`config.mk`:
```
export PLATFORM = sky130hd
export DESIGN_NAME = sprite_frame_animator_core
export DESIGN_NICKNAME = d
export VERILOG_FILES = /design/src/rtl/sfa_pkg.sv /design/src/rtl/sprite_frame_animator_core.sv /design/src/rtl/sfa_div.sv /design/src/rtl/sfa_engine.sv
export SDC_FILE = /design/constraint.sdc
export NUM_CORES = 1
export LEC_CHECK = 0
export ABC_AREA = 1
export BUFFER_PORTS_ARGS = -buffer_cell sky130_fd_sc_hd__buf_2
export CORE_MARGIN = 2
export CORE_UTILIZATION = 50
export CTS_CLUSTER_SIZE = 8
export DETAILED_ROUTE_END_ITERATION = 12
export HOLD_SLACK_MARGIN = 0.03
export PLACE_DENSITY_LB_ADDON = 0.3
export SETUP_SLACK_MARGIN = 0.1
export SYNTH_ARGS = -nofsm -noshare
export SYNTH_HDL_FRONTEND = slang
export SYNTH_SLANG_ARGS = --single-unit
```
`constraint.sdc`:
```
create_clock -name clk_i -period 8.6 [get_ports clk_i]
set_clock_uncertainty 0.05 [all_clocks]
set_input_delay 0.43 -clock clk_i [delete_from_list [all_inputs] [get_ports clk_i]]
set_output_delay 0.43 -clock clk_i [all_outputs]
set_load 0.02 [all_outputs]
```
`src/rtl/sfa_pkg.sv`:
```
// ----------------------------------------------------------------------------
// sfa_pkg: shared types and constants of the sprite frame animator
// Configuration layout, divider request/response, result record, sequencer
// states.
// ----------------------------------------------------------------------------
package sfa_pkg;

  localparam int unsigned TIMER_W    = 32;
  localparam int unsigned FRAME_W    = 16;
  localparam int unsigned FPS_W      = 8;
  localparam int unsigned CFG_IDX_W  = 3;
  localparam int unsigned CFG_DATA_W = 16;

  // Shared divider: 33-bit dividend, 32-bit divisor, one quotient bit a cycle
  localparam int unsigned DIV_NW = 33;
  localparam int unsigned DIV_DW = 32;
  localparam int unsigned DIV_CW = 6;

  // Register indexes
  localparam logic [CFG_IDX_W-1:0] REG_CLIP_VALID    = 3'd0;
  localparam logic [CFG_IDX_W-1:0] REG_FIRST_FRAME   = 3'd1;
  localparam logic [CFG_IDX_W-1:0] REG_FRAME_COUNT   = 3'd2;
  localparam logic [CFG_IDX_W-1:0] REG_FPS           = 3'd3;
  localparam logic [CFG_IDX_W-1:0] REG_LOOP_ENABLE   = 3'd4;
  localparam logic [CFG_IDX_W-1:0] REG_SHEET_COLUMNS = 3'd5;
  localparam logic [CFG_IDX_W-1:0] REG_CELL_WIDTH    = 3'd6;
  localparam logic [CFG_IDX_W-1:0] REG_CELL_HEIGHT   = 3'd7;

  typedef struct packed {
    logic               clip_valid;
    logic [FRAME_W-1:0] first_frame;
    logic [FRAME_W-1:0] frame_count;
    logic [FPS_W-1:0]   fps;
    logic               loop_enable;
    logic [FRAME_W-1:0] sheet_columns;
    logic [FRAME_W-1:0] cell_width;
    logic [FRAME_W-1:0] cell_height;
  } cfg_t;

  typedef struct packed {
    logic              start;
    logic [DIV_NW-1:0] dividend;
    logic [DIV_DW-1:0] divisor;
  } div_req_t;

  typedef struct packed {
    logic              busy;
    logic              done;
    logic [DIV_NW-1:0] quot;
    logic [DIV_DW-1:0] rem;
  } div_rsp_t;

  typedef struct packed {
    logic signed [FRAME_W-1:0] src_x;
    logic signed [FRAME_W-1:0] src_y;
    logic signed [FRAME_W-1:0] src_w;
    logic signed [FRAME_W-1:0] src_h;
    logic [FRAME_W-1:0]        clip_frame;
    logic                      done_res;
  } rect_res_t;

  typedef enum logic [3:0] {
    ST_IDLE,
    ST_ADD,
    ST_DUR,
    ST_STEP,
    ST_FRAME,
    ST_RECT,
    ST_COL,
    ST_MULX,
    ST_MULY,
    ST_DONE
  } st_e;

endpackage

```
`src/rtl/sprite_frame_animator_core.sv`:
```
// ----------------------------------------------------------------------------
// sprite_frame_animator_core: sprite-sheet frame animator
// Advances a clip's frame by elapsed time and reports the sheet rectangle of
// the current frame, one result beat per tick beat.
// ----------------------------------------------------------------------------
// Each tick beat carries an elapsed time in unsigned fixed point (FRAC_BITS
// fraction bits) and yields exactly one result beat: the source rectangle, the
// frame number within the clip and the finished flag. After a tick beat is
// taken, in_ready_o stays low until the sequencer is back in idle: an invalid
// clip goes straight to its result; otherwise the tick runs through the
// shared 33-step restoring divider, used up to four times per tick: frame
// duration, durations elapsed, loop wrap, and sheet row/column. in_ready_o
// is high only while the sequencer is idle. A result sits in the output
// register until taken, so the next tick is accepted while it waits; a
// second result that finds the register still full holds the sequencer in
// its last state, and ready stays low, until the first is taken.
// Configuration writes are registered and are meant for idle periods; they
// never reset the timer, frame number or finished flag.
// ----------------------------------------------------------------------------
module sprite_frame_animator_core #(
  parameter int unsigned FRAC_BITS = 16
) (
  input  logic                                 clk_i,
  input  logic                                 rst_ni,
  // tick channel
  input  logic                                 in_valid_i,
  output logic                                 in_ready_o,
  input  logic [sfa_pkg::TIMER_W-1:0]          elapsed_i,
  // result channel
  output logic                                 out_valid_o,
  input  logic                                 out_ready_i,
  output logic signed [sfa_pkg::FRAME_W-1:0]   src_x_o,
  output logic signed [sfa_pkg::FRAME_W-1:0]   src_y_o,
  output logic signed [sfa_pkg::FRAME_W-1:0]   src_w_o,
  output logic signed [sfa_pkg::FRAME_W-1:0]   src_h_o,
  output logic [sfa_pkg::FRAME_W-1:0]          clip_frame_o,
  output logic                                 done_res_o,
  // configuration write port
  input  logic                                 cfg_we_i,
  input  logic [sfa_pkg::CFG_IDX_W-1:0]        cfg_idx_i,
  input  logic [sfa_pkg::CFG_DATA_W-1:0]       cfg_wdata_i
);
  import sfa_pkg::*;

  cfg_t      cfg_q, cfg_d;
  logic      out_valid_q, out_valid_d;
  rect_res_t out_q, out_d;
  rect_res_t eng_res;
  logic      eng_idle;
  logic      eng_valid;
  logic      res_ack;
  logic      tick_accept;

  // Register file: decode the index, mask data to the register width
  always_comb begin
    cfg_d = cfg_q;
    if (cfg_we_i) begin
      unique case (cfg_idx_i)
        REG_CLIP_VALID:    cfg_d.clip_valid    = cfg_wdata_i[0];
        REG_FIRST_FRAME:   cfg_d.first_frame   = cfg_wdata_i;
        REG_FRAME_COUNT:   cfg_d.frame_count   = cfg_wdata_i;
        REG_FPS:           cfg_d.fps           = cfg_wdata_i[FPS_W-1:0];
        REG_LOOP_ENABLE:   cfg_d.loop_enable   = cfg_wdata_i[0];
        REG_SHEET_COLUMNS: cfg_d.sheet_columns = cfg_wdata_i;
        REG_CELL_WIDTH:    cfg_d.cell_width    = cfg_wdata_i;
        REG_CELL_HEIGHT:   cfg_d.cell_height   = cfg_wdata_i;
        default: ;
      endcase
    end
  end

  always_ff @(posedge clk_i or negedge rst_ni) begin
    if (!rst_ni) begin
      cfg_q <= '{sheet_columns: FRAME_W'(1), default: '0};
    end else begin
      cfg_q <= cfg_d;
    end
  end

  assign tick_accept = in_valid_i && in_ready_o;
  assign in_ready_o  = eng_idle;

  sfa_engine #(
    .FRAC_BITS (FRAC_BITS)
  ) u_engine (
    .clk_i       (clk_i),
    .rst_ni      (rst_ni),
    .start_i     (tick_accept),
    .elapsed_i   (elapsed_i),
    .cfg_i       (cfg_q),
    .res_ack_i   (res_ack),
    .idle_o      (eng_idle),
    .res_valid_o (eng_valid),
    .res_o       (eng_res)
  );

  // Output register: load when empty or being drained, hold otherwise
  assign res_ack = !out_valid_q || out_ready_i;

  always_comb begin
    out_valid_d = out_valid_q;
    out_d       = out_q;
    if (res_ack) begin
      out_valid_d = eng_valid;
      if (eng_valid) out_d = eng_res;
    end
  end

  always_ff @(posedge clk_i or negedge rst_ni) begin
    if (!rst_ni) begin
      out_valid_q <= 1'b0;
    end else begin
      out_valid_q <= out_valid_d;
    end
  end

  always_ff @(posedge clk_i) begin
    out_q <= out_d;
  end

  assign out_valid_o  = out_valid_q;
  assign src_x_o      = out_q.src_x;
  assign src_y_o      = out_q.src_y;
  assign src_w_o      = out_q.src_w;
  assign src_h_o      = out_q.src_h;
  assign clip_frame_o = out_q.clip_frame;
  assign done_res_o   = out_q.done_res;

  a_busy_after_tick: assert property (@(posedge clk_i) disable iff (!rst_ni)
    tick_accept |=> !in_ready_o)
    else $error("ready stayed high after a tick beat");

endmodule

```
`src/rtl/sfa_div.sv`:
```
// ----------------------------------------------------------------------------
// sfa_div: shared restoring divider
// Unsigned 33-by-32 bit division, one quotient bit per cycle; result holds
// until the next start.
// ----------------------------------------------------------------------------
module sfa_div (
  input  logic                clk_i,
  input  logic                rst_ni,
  input  sfa_pkg::div_req_t   req_i,
  output sfa_pkg::div_rsp_t   rsp_o
);
  import sfa_pkg::*;

  logic              busy_q, busy_d;
  logic              done_q, done_d;
  logic [DIV_CW-1:0] cnt_q, cnt_d;
  logic [DIV_NW-1:0] quo_q, quo_d;
  logic [DIV_DW-1:0] rem_q, rem_d;
  logic [DIV_DW-1:0] dvs_q, dvs_d;
  logic [DIV_DW:0]   trial;
  logic [DIV_DW:0]   diff;

  always_comb begin
    trial  = {rem_q, quo_q[DIV_NW-1]};
    diff   = trial - {1'b0, dvs_q};
    busy_d = busy_q;
    done_d = 1'b0;
    cnt_d  = cnt_q;
    quo_d  = quo_q;
    rem_d  = rem_q;
    dvs_d  = dvs_q;
    if (req_i.start) begin
      busy_d = 1'b1;
      cnt_d  = DIV_CW'(DIV_NW);
      quo_d  = req_i.dividend;
      rem_d  = '0;
      dvs_d  = req_i.divisor;
    end else if (busy_q) begin
      // subtract when the shifted partial remainder covers the divisor
      if (trial >= {1'b0, dvs_q}) begin
        rem_d = diff[DIV_DW-1:0];
        quo_d = {quo_q[DIV_NW-2:0], 1'b1};
      end else begin
        rem_d = trial[DIV_DW-1:0];
        quo_d = {quo_q[DIV_NW-2:0], 1'b0};
      end
      cnt_d = cnt_q - DIV_CW'(1);
      if (cnt_q == DIV_CW'(1)) begin
        busy_d = 1'b0;
        done_d = 1'b1;
      end
    end
  end

  always_ff @(posedge clk_i or negedge rst_ni) begin
    if (!rst_ni) begin
      busy_q <= 1'b0;
      done_q <= 1'b0;
      cnt_q  <= '0;
    end else begin
      busy_q <= busy_d;
      done_q <= done_d;
      cnt_q  <= cnt_d;
    end
  end

  always_ff @(posedge clk_i) begin
    quo_q <= quo_d;
    rem_q <= rem_d;
    dvs_q <= dvs_d;
  end

  assign rsp_o.busy = busy_q;
  assign rsp_o.done = done_q;
  assign rsp_o.quot = quo_q;
  assign rsp_o.rem  = rem_q;

endmodule

```
`src/rtl/sfa_engine.sv`:
```
// ----------------------------------------------------------------------------
// sfa_engine: tick sequencer and animation state
// Runs one tick through the shared divider and a 16x16 multiplier; owns the
// frame timer, frame number, finished latch and held rectangle.
// ----------------------------------------------------------------------------
module sfa_engine #(
  parameter int unsigned FRAC_BITS = 16
) (
  input  logic                              clk_i,
  input  logic                              rst_ni,
  input  logic                              start_i,
  input  logic [sfa_pkg::TIMER_W-1:0]       elapsed_i,
  input  sfa_pkg::cfg_t                     cfg_i,
  input  logic                              res_ack_i,
  output logic                              idle_o,
  output logic                              res_valid_o,
  output sfa_pkg::rect_res_t                res_o
);
  import sfa_pkg::*;

  localparam logic [DIV_NW-1:0] DUR_NUM = DIV_NW'(1) << FRAC_BITS;

  st_e                st_q, st_d;
  logic [TIMER_W-1:0] dt_q, dt_d;
  logic [TIMER_W-1:0] timer_q, timer_d;
  logic [FRAME_W-1:0] fn_q, fn_d;
  logic               fin_q, fin_d;
  logic [FRAME_W-1:0] rx_q, rx_d, ry_q, ry_d, rw_q, rw_d, rh_q, rh_d;

  div_req_t           div_req;
  div_rsp_t           div_rsp;

  logic               adv_en;
  logic [TIMER_W:0]   sum;
  logic [TIMER_W-1:0] sat;
  logic [DIV_DW-1:0]  dur;
  logic [TIMER_W-1:0] steps;
  logic               not_last;
  logic [FRAME_W-1:0] to_last;
  logic               fits;
  logic [DIV_NW-1:0]  wrap_num;
  logic [FRAME_W-1:0] f_cl;
  logic [FRAME_W-1:0] gidx;
  logic [FRAME_W-1:0] cols;
  logic [FRAME_W-1:0] mul_a, mul_b;
  logic [2*FRAME_W-1:0] prod;

  sfa_div u_div (
    .clk_i  (clk_i),
    .rst_ni (rst_ni),
    .req_i  (div_req),
    .rsp_o  (div_rsp)
  );

  // Shared helpers
  always_comb begin
    adv_en   = (cfg_i.fps != '0) && (cfg_i.frame_count > FRAME_W'(1)) &&
               !(fin_q && !cfg_i.loop_enable);
    sum      = {1'b0, timer_q} + {1'b0, dt_q};
    sat      = sum[TIMER_W] ? '1 : sum[TIMER_W-1:0];
    dur      = (div_rsp.quot == '0) ? DIV_DW'(1) : div_rsp.quot[DIV_DW-1:0];
    steps    = div_rsp.quot[TIMER_W-1:0];
    not_last = ({1'b0, fn_q} + 17'd1) < {1'b0, cfg_i.frame_count};
    to_last  = cfg_i.frame_count - FRAME_W'(1) - fn_q;
    fits     = steps <= {16'b0, to_last};
    wrap_num = not_last ? ({1'b0, steps} + {17'b0, fn_q})
                        : {1'b0, steps - TIMER_W'(1)};
    f_cl     = ((cfg_i.frame_count != '0) && (fn_q >= cfg_i.frame_count)) ?
               (cfg_i.frame_count - FRAME_W'(1)) : fn_q;
    gidx     = cfg_i.first_frame + f_cl;
    cols     = (cfg_i.sheet_columns == '0) ? FRAME_W'(1) : cfg_i.sheet_columns;
    mul_a    = (st_q == ST_MULX) ? div_rsp.rem[FRAME_W-1:0]
                                 : div_rsp.quot[FRAME_W-1:0];
    mul_b    = (st_q == ST_MULX) ? cfg_i.cell_width : cfg_i.cell_height;
    prod     = mul_a * mul_b;
  end

  // Next state
  always_comb begin
    st_d = st_q;
    unique case (st_q)
      ST_IDLE: begin
        if (start_i) begin
          if (!cfg_i.clip_valid) st_d = ST_DONE;
          else if (adv_en)       st_d = ST_ADD;
          else                   st_d = ST_RECT;
        end
      end
      ST_ADD:  st_d = ST_DUR;
      ST_DUR: begin
        if (div_rsp.done) st_d = ST_STEP;
      end
      ST_STEP: begin
        if (div_rsp.done) begin
          if (steps != '0 && cfg_i.loop_enable) st_d = ST_FRAME;
          else                                  st_d = ST_RECT;
        end
      end
      ST_FRAME: begin
        if (div_rsp.done) st_d = ST_RECT;
      end
      ST_RECT: st_d = ST_COL;
      ST_COL: begin
        if (div_rsp.done) st_d = ST_MULX;
      end
      ST_MULX: st_d = ST_MULY;
      ST_MULY: st_d = ST_DONE;
      ST_DONE: begin
        if (res_ack_i) st_d = ST_IDLE;
      end
      default: st_d = ST_IDLE;
    endcase
  end

  // Outputs: divider requests and result handoff
  always_comb begin
    div_req     = '0;
    idle_o      = 1'b0;
    res_valid_o = 1'b0;
    unique case (st_q)
      ST_IDLE: idle_o = 1'b1;
      ST_ADD: begin
        div_req.start    = 1'b1;
        div_req.dividend = DUR_NUM;
        div_req.divisor  = {24'b0, cfg_i.fps};
      end
      ST_DUR: begin
        div_req.start    = div_rsp.done;
        div_req.dividend = {1'b0, timer_q};
        div_req.divisor  = dur;
      end
      ST_STEP: begin
        div_req.start    = div_rsp.done && (steps != '0) && cfg_i.loop_enable;
        div_req.dividend = wrap_num;
        div_req.divisor  = {16'b0, cfg_i.frame_count};
      end
      ST_RECT: begin
        div_req.start    = 1'b1;
        div_req.dividend = {17'b0, gidx};
        div_req.divisor  = {16'b0, cols};
      end
      ST_DONE: res_valid_o = 1'b1;
      default: ;
    endcase
  end

  // Datapath
  always_comb begin
    dt_d    = dt_q;
    timer_d = timer_q;
    fn_d    = fn_q;
    fin_d   = fin_q;
    rx_d    = rx_q;
    ry_d    = ry_q;
    rw_d    = rw_q;
    rh_d    = rh_q;
    case (st_q)
      ST_IDLE: begin
        if (start_i) dt_d = elapsed_i;
      end
      ST_ADD: timer_d = sat;
      ST_STEP: begin
        if (div_rsp.done && steps != '0) begin
          if (cfg_i.loop_enable) begin
            timer_d = div_rsp.rem;
          end else if (not_last && fits) begin
            fn_d    = fn_q + steps[FRAME_W-1:0];
            timer_d = div_rsp.rem;
          end else begin
            // clamp on the last frame and stop
            if (not_last) fn_d = cfg_i.frame_count - FRAME_W'(1);
            fin_d   = 1'b1;
            timer_d = '0;
          end
        end
      end
      ST_FRAME: begin
        if (div_rsp.done) fn_d = div_rsp.rem[FRAME_W-1:0];
      end
      ST_MULX: rx_d = prod[FRAME_W-1:0];
      ST_MULY: begin
        ry_d = prod[FRAME_W-1:0];
        rw_d = cfg_i.cell_width;
        rh_d = cfg_i.cell_height;
      end
      default: ;
    endcase
  end

  always_ff @(posedge clk_i or negedge rst_ni) begin
    if (!rst_ni) begin
      st_q    <= ST_IDLE;
      timer_q <= '0;
      fn_q    <= '0;
      fin_q   <= 1'b0;
      rx_q    <= '0;
      ry_q    <= '0;
      rw_q    <= '0;
      rh_q    <= '0;
    end else begin
      st_q    <= st_d;
      timer_q <= timer_d;
      fn_q    <= fn_d;
      fin_q   <= fin_d;
      rx_q    <= rx_d;
      ry_q    <= ry_d;
      rw_q    <= rw_d;
      rh_q    <= rh_d;
    end
  end

  always_ff @(posedge clk_i) begin
    dt_q <= dt_d;
  end

  assign res_o.src_x      = rx_q;
  assign res_o.src_y      = ry_q;
  assign res_o.src_w      = rw_q;
  assign res_o.src_h      = rh_q;
  assign res_o.clip_frame = fn_q;
  assign res_o.done_res   = fin_q;

  a_fin_sticky: assert property (@(posedge clk_i) disable iff (!rst_ni)
    fin_q |=> fin_q)
    else $error("finished latch cleared");

  a_idle_hold: assert property (@(posedge clk_i) disable iff (!rst_ni)
    (st_q == ST_IDLE && !start_i) |=> ($stable(timer_q) && $stable(fn_q)))
    else $error("animation state moved while idle");

  a_div_free: assert property (@(posedge clk_i) disable iff (!rst_ni)
    div_req.start |-> !div_rsp.busy)
    else $error("divider started while busy");

endmodule
```
== Word level (Yosys, flattened, before mapping) ==
Index checks and enable logic that the tools add are counted.

* Input port bits: 56
* Memory bits (read-only): 0
* Memories: 0
* Word-level logic and storage cells: 153
* Bits in latches: 0
* Register bits: 426
* Memory bits (writable): 0
* Output and inout bits: 83

* $lt $le $gt $ge: 5
* Bitwise gates (word level): 2
* $add $sub $neg: 10
* Multipliers: 1
* Multiplexer cells: 42
* Divide/modulo/power cells: 0
* Shifts and indexed selects: 0
* Reduce and logical (&&, ||, !) cells: 37
* Equality and inequality tests: 26

{| class="wikitable"
|+ Operators by type and width
! kind !! count
|-
| $pmux W66 S4 || 1
|-
| $mux W32 || 6
|-
| $mux W16 || 9
|-
| $mux W33 || 3
|-
| $pmux W32 S2 || 1
|-
| $pmux W4 S10 || 1
|-
| $add A32 B16 Y33 || 1
|-
| $add A32 B32 Y33 || 1
|-
| $ge A33 B32 Y1 || 1
|-
| $logic_not A33 Y1 || 1
|-
| $add A16 B16 Y16 || 2
|-
| $le A32 B16 Y1 || 1
|-
| $pmux W16 S2 || 1
|-
| $reduce_bool A32 Y1 || 1
|-
| $sub A32 B1 Y32 const B || 1
|-
| $sub A32 B32 Y32 || 1
|-
| $mux W4 || 7
|-
| $reduce_and A2 Y1 || 11
|-
| $add A16 B1 Y17 const B || 1
|-
| $lt A17 B16 Y1 || 1
|-
| $eq A4 B3 Y1 const B || 4
|-
| $ge A16 B16 Y1 || 1
|-
| $gt A16 B1 Y1 const B || 1
|-
| $logic_not A16 Y1 || 1
|-
| other kinds (29) || 64
|}

== Longest topological paths before layout ==
Gate-level depths: netlist (run 1).

* Word-level depth: 8
* Depth in mapped cells: 41
* Gate-level depth less buffers: 38

== Cells and area by module ==
A second synthesis (run 1) with hierarchy kept.

* Cell total of the unflattened synthesis: 4382
* Area, all modules: 32137.1 µm²

{| class="wikitable"
|+ Modules (own cells, without submodules)
! module !! instances !! seq. area each (µm²) !! cells an instance !! area an instance (µm²)
|-
| sfa_engine || 1 || 3888.7 || 2891 || 19080.8
|-
| sfa_div || 1 || 2792.7 || 1001 || 6967.9
|-
| sprite_frame_animator_core || 1 || 4710.8 || 490 || 6088.3
|}

== Worst setup path before layout (run 1) ==
Ideal clock, no wire load.

* Kind: register -> register
* Start: register u_engine.st_q[3]
* End: register u_engine.ry_q[14]
* Clock period less this slack: 5940 ps
* Data arrival time: 5772 ps
* Stages on the path, launching flop included: 31
* Path buffers: 2
* Data required time: 8431 ps
* Setup time: 119 ps
* Slack: 2660 ps
* Cells stage by stage: dfrtp_1 > inv_1 > nand2_1 > nor2_2 > buf_2 > nand2_1 > nand2_1 > clkbuf_1 > nor2_1 > fa_1 > inv_1 > fa_1 > inv_1 > ha_1 > inv_1 > fa_1 > inv_1 > fa_1 > inv_1 > fa_1 > inv_1 > ha_1 > a21oi_1 > o21ai_0 > a21oi_1 > o21ai_0 > a21oi_1 > o21bai_1 > or2_2 > nand3_1 > nand2_1

* Word-level cells in the longest chain between the ends: 3
* Elaborated cells between the ends (all ways): 5
* Those cells by class: 1 x mul; 2 x eq/ne; 2 x mux

{| class="wikitable"
|+ Ends and longest elaborated chain
! what !! line !! text
|-
| from (decl) || sfa_engine.sv:23 || <nowiki>st_e st_q, st_d;</nowiki>
|-
| from (signal assigned) || sfa_engine.sv:201 || <nowiki>st_q <= st_d;</nowiki>
|-
| $eq A4 B3 Y1 || sfa_engine.sv:72, sfa_engine.sv:74 ||
|-
| $mux W16 (on tied branches) || sfa_engine.sv:72, sfa_engine.sv:74 ||
|-
| $mul A16 B16 Y16 || sfa_engine.sv:75 || <nowiki>prod = mul_a * mul_b;</nowiki>
|-
| to (signal assigned) || sfa_engine.sv:206 || <nowiki>ry_q <= ry_d;</nowiki>
|-
| to (decl) || sfa_engine.sv:28 || <nowiki>logic [FRAME_W-1:0] rx_q, rx_d, ry_q, ry_d, rw_q, rw_d, rh_q, rh_d;</nowiki>
|}

Several ways; a longest one is shown, not always the timed one.
A chain may end at the register's enable or synchronous reset.

== Final worst setup path (run 1) ==
* Start: register u_engine.st_q[0]
* End: register u_engine.ry_q[14]

Same word-level chain as after synthesis.

==> results.tsv, run 1 <==
metric	value	unit
clock edge transition at the registers on the reported setup and hold paths	60	ps
global routing's busiest layer	met2	
Mapped Cells	3984	
number of max-capacitance violations reported	0	
worst reg2reg startpoint	u_engine.st_q[0]	
clock tree root driver cell	clkbuf_16	
slew at the pin with the worst max-slew slack	1120	ps
met3 layer usage reported by global route	0.0460	
leakage dissipation	16.7	nW
Crit Path Category	reg -> reg	
Starting Density	0.502	
1st-pass router iterations	6	
Required @ worst endpoint	9080	ps
IO Port Bufs	138	
die height	252	um
number of distinct library cells after synthesis	54	
WP data arrival	7450	ps
number of pins with negative max-slew slack in the final report	0	
placer's final routability congestion estimate	0.984	
wire length after detailed routing	98.0	mm
detailed-placement wirelength estimate	74.2	mm
highest fanout seen on the critical path	83	
leading post-synthesis cells by cell area	dfrtp_1 (17%), edfxtp_1 (17%), nand2_1 (13%), ha_1 (8.6%), inv_1 (6.2%)	
slowest CP cell	nand2_4	
critical path endpoint category	register	
total inserted antenna cells	0	
Core Rows	91	
Hold WC Path Type	in -> reg	
commonest non-fill, non-tap cell in the layout	nand2_1	
Clk Latency, worst-skew pair	650	ps
global-route wire length before repair	151	mm
clock sink count	426	
DRC violation count after routing	0	
count of buffers added by post-CTS timing repair for setup	0	
nets	4494	
crit path launch type	register	
cell type with the largest total area after synthesis	dfrtp_1	
highest achievable clock rate	0.143	GHz
endpoint of the lowest-slack register-to-register path	u_engine.ry_q[14]	
Post-synth top flop	dfrtp_1	
wire per inst	19.7	um
routing usage on met1	0.419	
die width	252	um
RSZ-0062 raised after global routing	no	
total via count after detailed routing	27800	
total core area	61400	um^2
post-synth top area share	0.174	
async set or reset register ratio after synthesis	0.507	
critical path launch point	u_engine.st_q[0]	
Hold Vio Cnt, Final	0	
IR Drop Worst-Case VDD	0.000163	V
dominant cell type by count on the critical path	inv_1	
worst reg2reg path depth	28	
total of flip-flops plus latches after synthesis	426	
post-layout total power	0.00568	W
initial antenna violation count	0	
pin count of the biggest net entering global routing	98	
remaining antenna violation count after routing	0	
Mapped Area	30800	um^2
total of warnings raised by yosys	0	
Largest stage delay, worst path	680	ps
die area	63700	um^2
register-to-register setup slack	1630	ps
power density over cell area	164	nW/um^2
average cell area after synthesis	7.74	um^2
share of the clock period used by the worst path	0.810	
final critical-path required period	6970	ps
proportion of synthesized chip area in sequential cells	0.369	
Critical Path Sink	u_engine.ry_q[14]	
via count of the first global-routing pass	26400	
count of flip-flops with a built-in enable after synthesis	178	
GRT Resource Usage Total	0.307	
GR Overflow Total	0	
DRC marker count from the first detailed-route iteration	2918	
Max transition margin	0.255	
run status	finished clean	
met2 usage in global routing	0.485	
# IOs	139	
share of cells above drive strength 1	0.0661	
clock tree from TritonCTS	built	
number of levels in the clock H-tree	2	
final count of negative-setup-slack endpoints	0	
summed negative setup slack over all endpoints	0	ps
synthesis-to-finish area growth	12.0	%
net count after synthesis	4337	
number of vias per cell	5.59	
commonest non-fill, non-tap cells in the layout	nand2_1 (1033), inv_1 (512), nor2_1 (329), o21ai_0 (323), a21oi_1 (236)	
Clock Path Buffers	3	
Num CTS Buffers	60	
-- registers in the layout, indices dropped and copies added, names as in the netlist --
register,count
cfg_q,90
clip_frame_o,16
done_res_o,1
out_valid_o,1
src_h_o,16
src_w_o,16
src_x_o,16
src_y_o,16
u_engine.dt_q,32
u_engine.fin_q,1
u_engine.fn_q,16
u_engine.rh_q,16
u_engine.rw_q,16
u_engine.rx_q,16
u_engine.ry_q,16
u_engine.st_q,4
u_engine.timer_q,32
u_engine.u_div.busy_q,1
u_engine.u_div.cnt_q,6
u_engine.u_div.done_q,1
u_engine.u_div.dvs_q,32
u_engine.u_div.quo_q,33
u_engine.u_div.rem_q,32
-- cell usage after synthesis, drive strengths merged (47+ instances only) --
master and n:
nand2 1040, inv 519, o21ai 350, nor2 340
a21oi 237, nand3 233, dfrtp 215, ha 212
edfxtp 178, xor2 102, fa 85, clkbuf 70
xnor2 51, buf 47
-- routing by layer --
metal	up-vias	part of all wire
met1	13000	0.43
met5	-	0.00079
li1	13400	-
met3	243	0.081
met4	2	0.047
met2	1193	0.45
-- power by group --
| part | total, W | internal, W | switching [W] | leakage, nW |
|---|---|---|---|---|
| clock | 0.00229 | 0.00134 | 0.000943 | 0.857 |
| combinational | 0.00103 | 0.000354 | 0.000677 | 11.1 |
| sequential | 0.00236 | 0.00222 | 0.000135 | 4.76 |
-- worst max-delay path: cells and delay by family, from the launching register on --
family	cells	cell delay (ps)
AOI/OAI and AO/OA	6	930
adders and majority gates	7	3010
buffers and inverters	7	390
DFF	1	440
and+or+nand+nor	8	2000
-- worst min path at each step --
stage | endpoint | startpoint | cells after the start | slack, ps
after floorplan | cfg_q[0] | rst_ni | 0 | 80
after global placement | src_y_o[15] | u_engine.ry_q[15] | 0 | 380
after detailed placement | src_w_o[7] | u_engine.rw_q[7] | 0 | 380
after CTS | cfg_q[48] | cfg_idx_i[2] | 4 | 120
after global routing | cfg_q[48] | cfg_idx_i[1] | 3 | 190
final | cfg_q[48] | cfg_idx_i[2] | 4 | 140
-- layout make-up --
type	instances	area (um^2)
fill	5705	26800
multi-input combinational	2917	17000
sequential	426	11400
inverter	524	1970
clock buffer	108	1720
timing repair buffer	212	1380
tap	790	988
clock inverter	4	95.1
-- per-stage QoR --
| stage | hold WS (ps) | cell area (um^2) | worst slack (ps) | utilization | std cells |
|---|---|---|---|---|---|
| floorplan | 84.4 | 30800 | 2660 | - | 3984 |
| global placement | 378 | 32200 | 1800 | 0.525 | 4819 |
| detailed placement | 382 | 32200 | 1700 | 0.525 | 4819 |
| CTS | 121 | 34500 | 1690 | 0.563 | 4981 |
| global route | 186 | 34500 | 1120 | 0.563 | 4981 |
| finish | 143 | 34500 | 1630 | 0.563 | 4981 |
-- timing repair --
action / CTS / global route
hold endpoints to repair: 144 / 0
hold buffers: 50 / 0
resized for setup: 0 / 0
-- cells by family (layout without fill, tap and decap cells) --
logic type	count (synthesis)	in the layout	share of synthesized area
adder cells (fa/ha/maj)	297	297	0.141
AO/OA/AOI/OAI	729	729	0.133
XOR/XNOR	153	153	0.0435
flip-flops	426	426	0.369
AND/OR/NAND/NOR	1738	1738	0.232
buffers and inverters	641	848	0.0816
(Power assumes the default switching activity.)
==> run 2: changes to the inputs <==
Clock period 8.6 ns to 6.93 ns, I/O delays scaled along.
==> results.tsv, run 2 (synthesized netlist as in run 1, its figures left out) <==
metric	value	unit	change
run status	finished clean		
Crit Path Category	reg -> reg		
clock sink count	426		unchanged
die area	63700	um^2	unchanged
clock tree root driver cell	clkbuf_16		
final critical-path required period	6390	ps	-582 ps
net load switching power	0.00220	W	+25%
dominant cell type by count on the critical path	inv_1		
nets	4518		+0.53%
highest fanout seen on the critical path	33		-60%
number of max-capacitance violations reported	0		unchanged
Core Rows	91		unchanged
DRC violation count after routing	0		unchanged
number of vias per cell	5.58		about the same
wire per inst	19.7	um	+0.18%
synthesis-to-finish area growth	12.8	%	
WP data arrival	6890	ps	-560 ps
register share of total power	0.410		-0.005
clock edge transition at the registers on the reported setup and hold paths	50	ps	about the same
switching power as a share of total power	0.309		about the same
Clock Path Buffers	3		unchanged
GRT Resource Usage Total	0.310		+0.00345
die height	252	um	unchanged
Hold Vio Cnt, Final	0		unchanged
Required @ worst endpoint	7430	ps	-1650 ps
1st-pass router iterations	6		unchanged
worst reg2reg path depth	30		+7.1%
register-to-register setup slack	540	ps	-1090 ps
Max transition margin	0.241		-0.0141
Internal Power	0.00491	W	+25%
Comb pwr share	0.185		+0.003
critical path endpoint category	register		
remaining antenna violation count after routing	0		unchanged
clock power share	0.405		+0.002
summed negative setup slack over all endpoints	0	ps	unchanged
commonest non-fill, non-tap cell in the layout	nand2_1		
Hold WC Path Type	in -> async		
Starting Density	0.502		unchanged
wire length after detailed routing	98.6	mm	+0.70%
# IOs	139		unchanged
count of buffers added by post-CTS timing repair for setup	0		unchanged
die width	252	um	unchanged
via count of the first global-routing pass	26800		+1.7%
area of the multi-input gates	17000	um^2	about the same
Largest stage delay, worst path	550	ps	-130 ps
IR Drop Worst-Case VDD	0.000202	V	+24%
DRC marker count from the first detailed-route iteration	2783		-4.6%
worst reg2reg startpoint	u_engine.st_q[0]		
number of levels in the clock H-tree	2		unchanged
register name with the most flops	cfg_q		
RSZ-0062 raised after global routing	no		
IO Port Bufs	138		unchanged
number of fillers in the final layout	5722		+0.30%
commonest non-fill, non-tap cells in the layout	nand2_1 (1032), inv_1 (512), nor2_1 (329), o21ai_0 (323), a21oi_1 (236)		
pin count of the biggest net entering global routing	141		+44%
share of cells above drive strength 1	0.0705		+0.00439
slowest CP cell	fa_1		
storage element area	11400	um^2	unchanged
placer's final routability congestion estimate	1.01		+3.1%
total via count after detailed routing	28000		+0.42%
hold_ws	220	ps	+77.9 ps
global-route wire length before repair	153	mm	+0.93%
clock tree from TritonCTS	built		
final count of negative-setup-slack endpoints	0		unchanged
Clk Latency, worst-skew pair	670	ps	+20 ps
share of the clock period used by the worst path	0.922		+0.111
number of pins with negative max-slew slack in the final report	0		unchanged
highest achievable clock rate	0.157	GHz	+9.1%
initial antenna violation count	5		+5
detailed-placement wirelength estimate	75.0	mm	+1.1%
Num CTS Buffers	61		+1.7%
total core area	61400	um^2	unchanged
leading registers by flop count	cfg_q (90), u_engine.u_div.quo_q (33)		
slew at the pin with the worst max-slew slack	1140	ps	+19.7 ps
GR Overflow Total	0		unchanged
leakage dissipation	16.8	nW	+0.82%
endpoint of the lowest-slack register-to-register path	u_engine.ry_q[14]		
number of flip-flops in the largest register	90		unchanged
power density over cell area	204	nW/um^2	+24%
crit path launch type	register		
## run 2: cell count changes in the layout (fill, tap and decap cells not counted), moves of 2 or more
cell and delta:
clkbuf_1 -4, dlygate4sd3_1 +6, clkinv_1 +2, diode_2 +3
buf_12 +2, buf_4 +15
## run 2: critical path: cells and delay by family (launching register included)
kind | cells | cell delay (ps)
AO/OA/AOI/OAI | 7 | 970
flip-flops | 1 | 430
adder cells (fa/ha/maj) | 7 | 2950
AND/OR/NAND/NOR | 7 | 950
buffers and inverters | 9 | 900
## run 2: cell type report
class,instances,share of cell area
clock buffer,104,0.0491
tap,790,0.0284
clock inverter,8,0.00399
inverter,524,0.0565
multi-input combinational,2917,0.488
timing repair buffer,235,0.0458
antenna,3,0.000216
sequential,426,0.327
## run 2: worst max-delay path by stage
stage,from,endpoint,slack [ps],cells after the start
6_report,u_engine.st_q[0],u_engine.ry_q[14],540,30
5_1_grt,u_engine.st_q[3],u_engine.ry_q[14],100,30
4_1_cts,u_engine.st_q[3],u_engine.ry_q[14],370,30
3_5_place_dp,u_engine.st_q[3],u_engine.ry_q[14],360,30
3_3_place_gp,u_engine.st_q[3],u_engine.ry_q[14],500,30
2_1_floorplan,u_engine.st_q[3],u_engine.ry_q[14],990,30
## run 2: timing repair
item / 4_1_cts / 5_1_grt
hold buffers: 56 / 0
gates resized for setup: 0 / 3
setup endpoints to repair: 0 / 9
hold endpoints to repair: 130 / 0
## run 2: per-layer routing
metal,GRT usage,vias up,routed length (um)
met3,0.0562,245,7760
li1,-,13500,-
met5,0,-,0
met1,0.418,13100,42100
met4,0.125,0,4240
met2,0.496,1152,44500
## run 2: through the flow
step	instances	power (W)	util	worst slack (ps)	cell area, um^2
detailed placement	4836	0.00421	0.527	363	32400
global route	5004	0.00742	0.567	101	34800
finish	5007	0.00711	0.567	542	34800
CTS	5004	0.00712	0.566	375	34800
global placement	4836	0.00419	0.527	504	32400
floorplan	3984	0.00377	-	990	30800
## run 2: power groups by stage
stage	Combinational [W]	Clock, W	Sequential [W]
after global routing	0.00147	0.00302	0.00293
final	0.00131	0.00288	0.00292
after detailed placement	0.00125	0	0.00296
after CTS	0.00129	0.00292	0.00291
after floorplan	0.000890	0	0.00288
after global placement	0.00123	0	0.00296
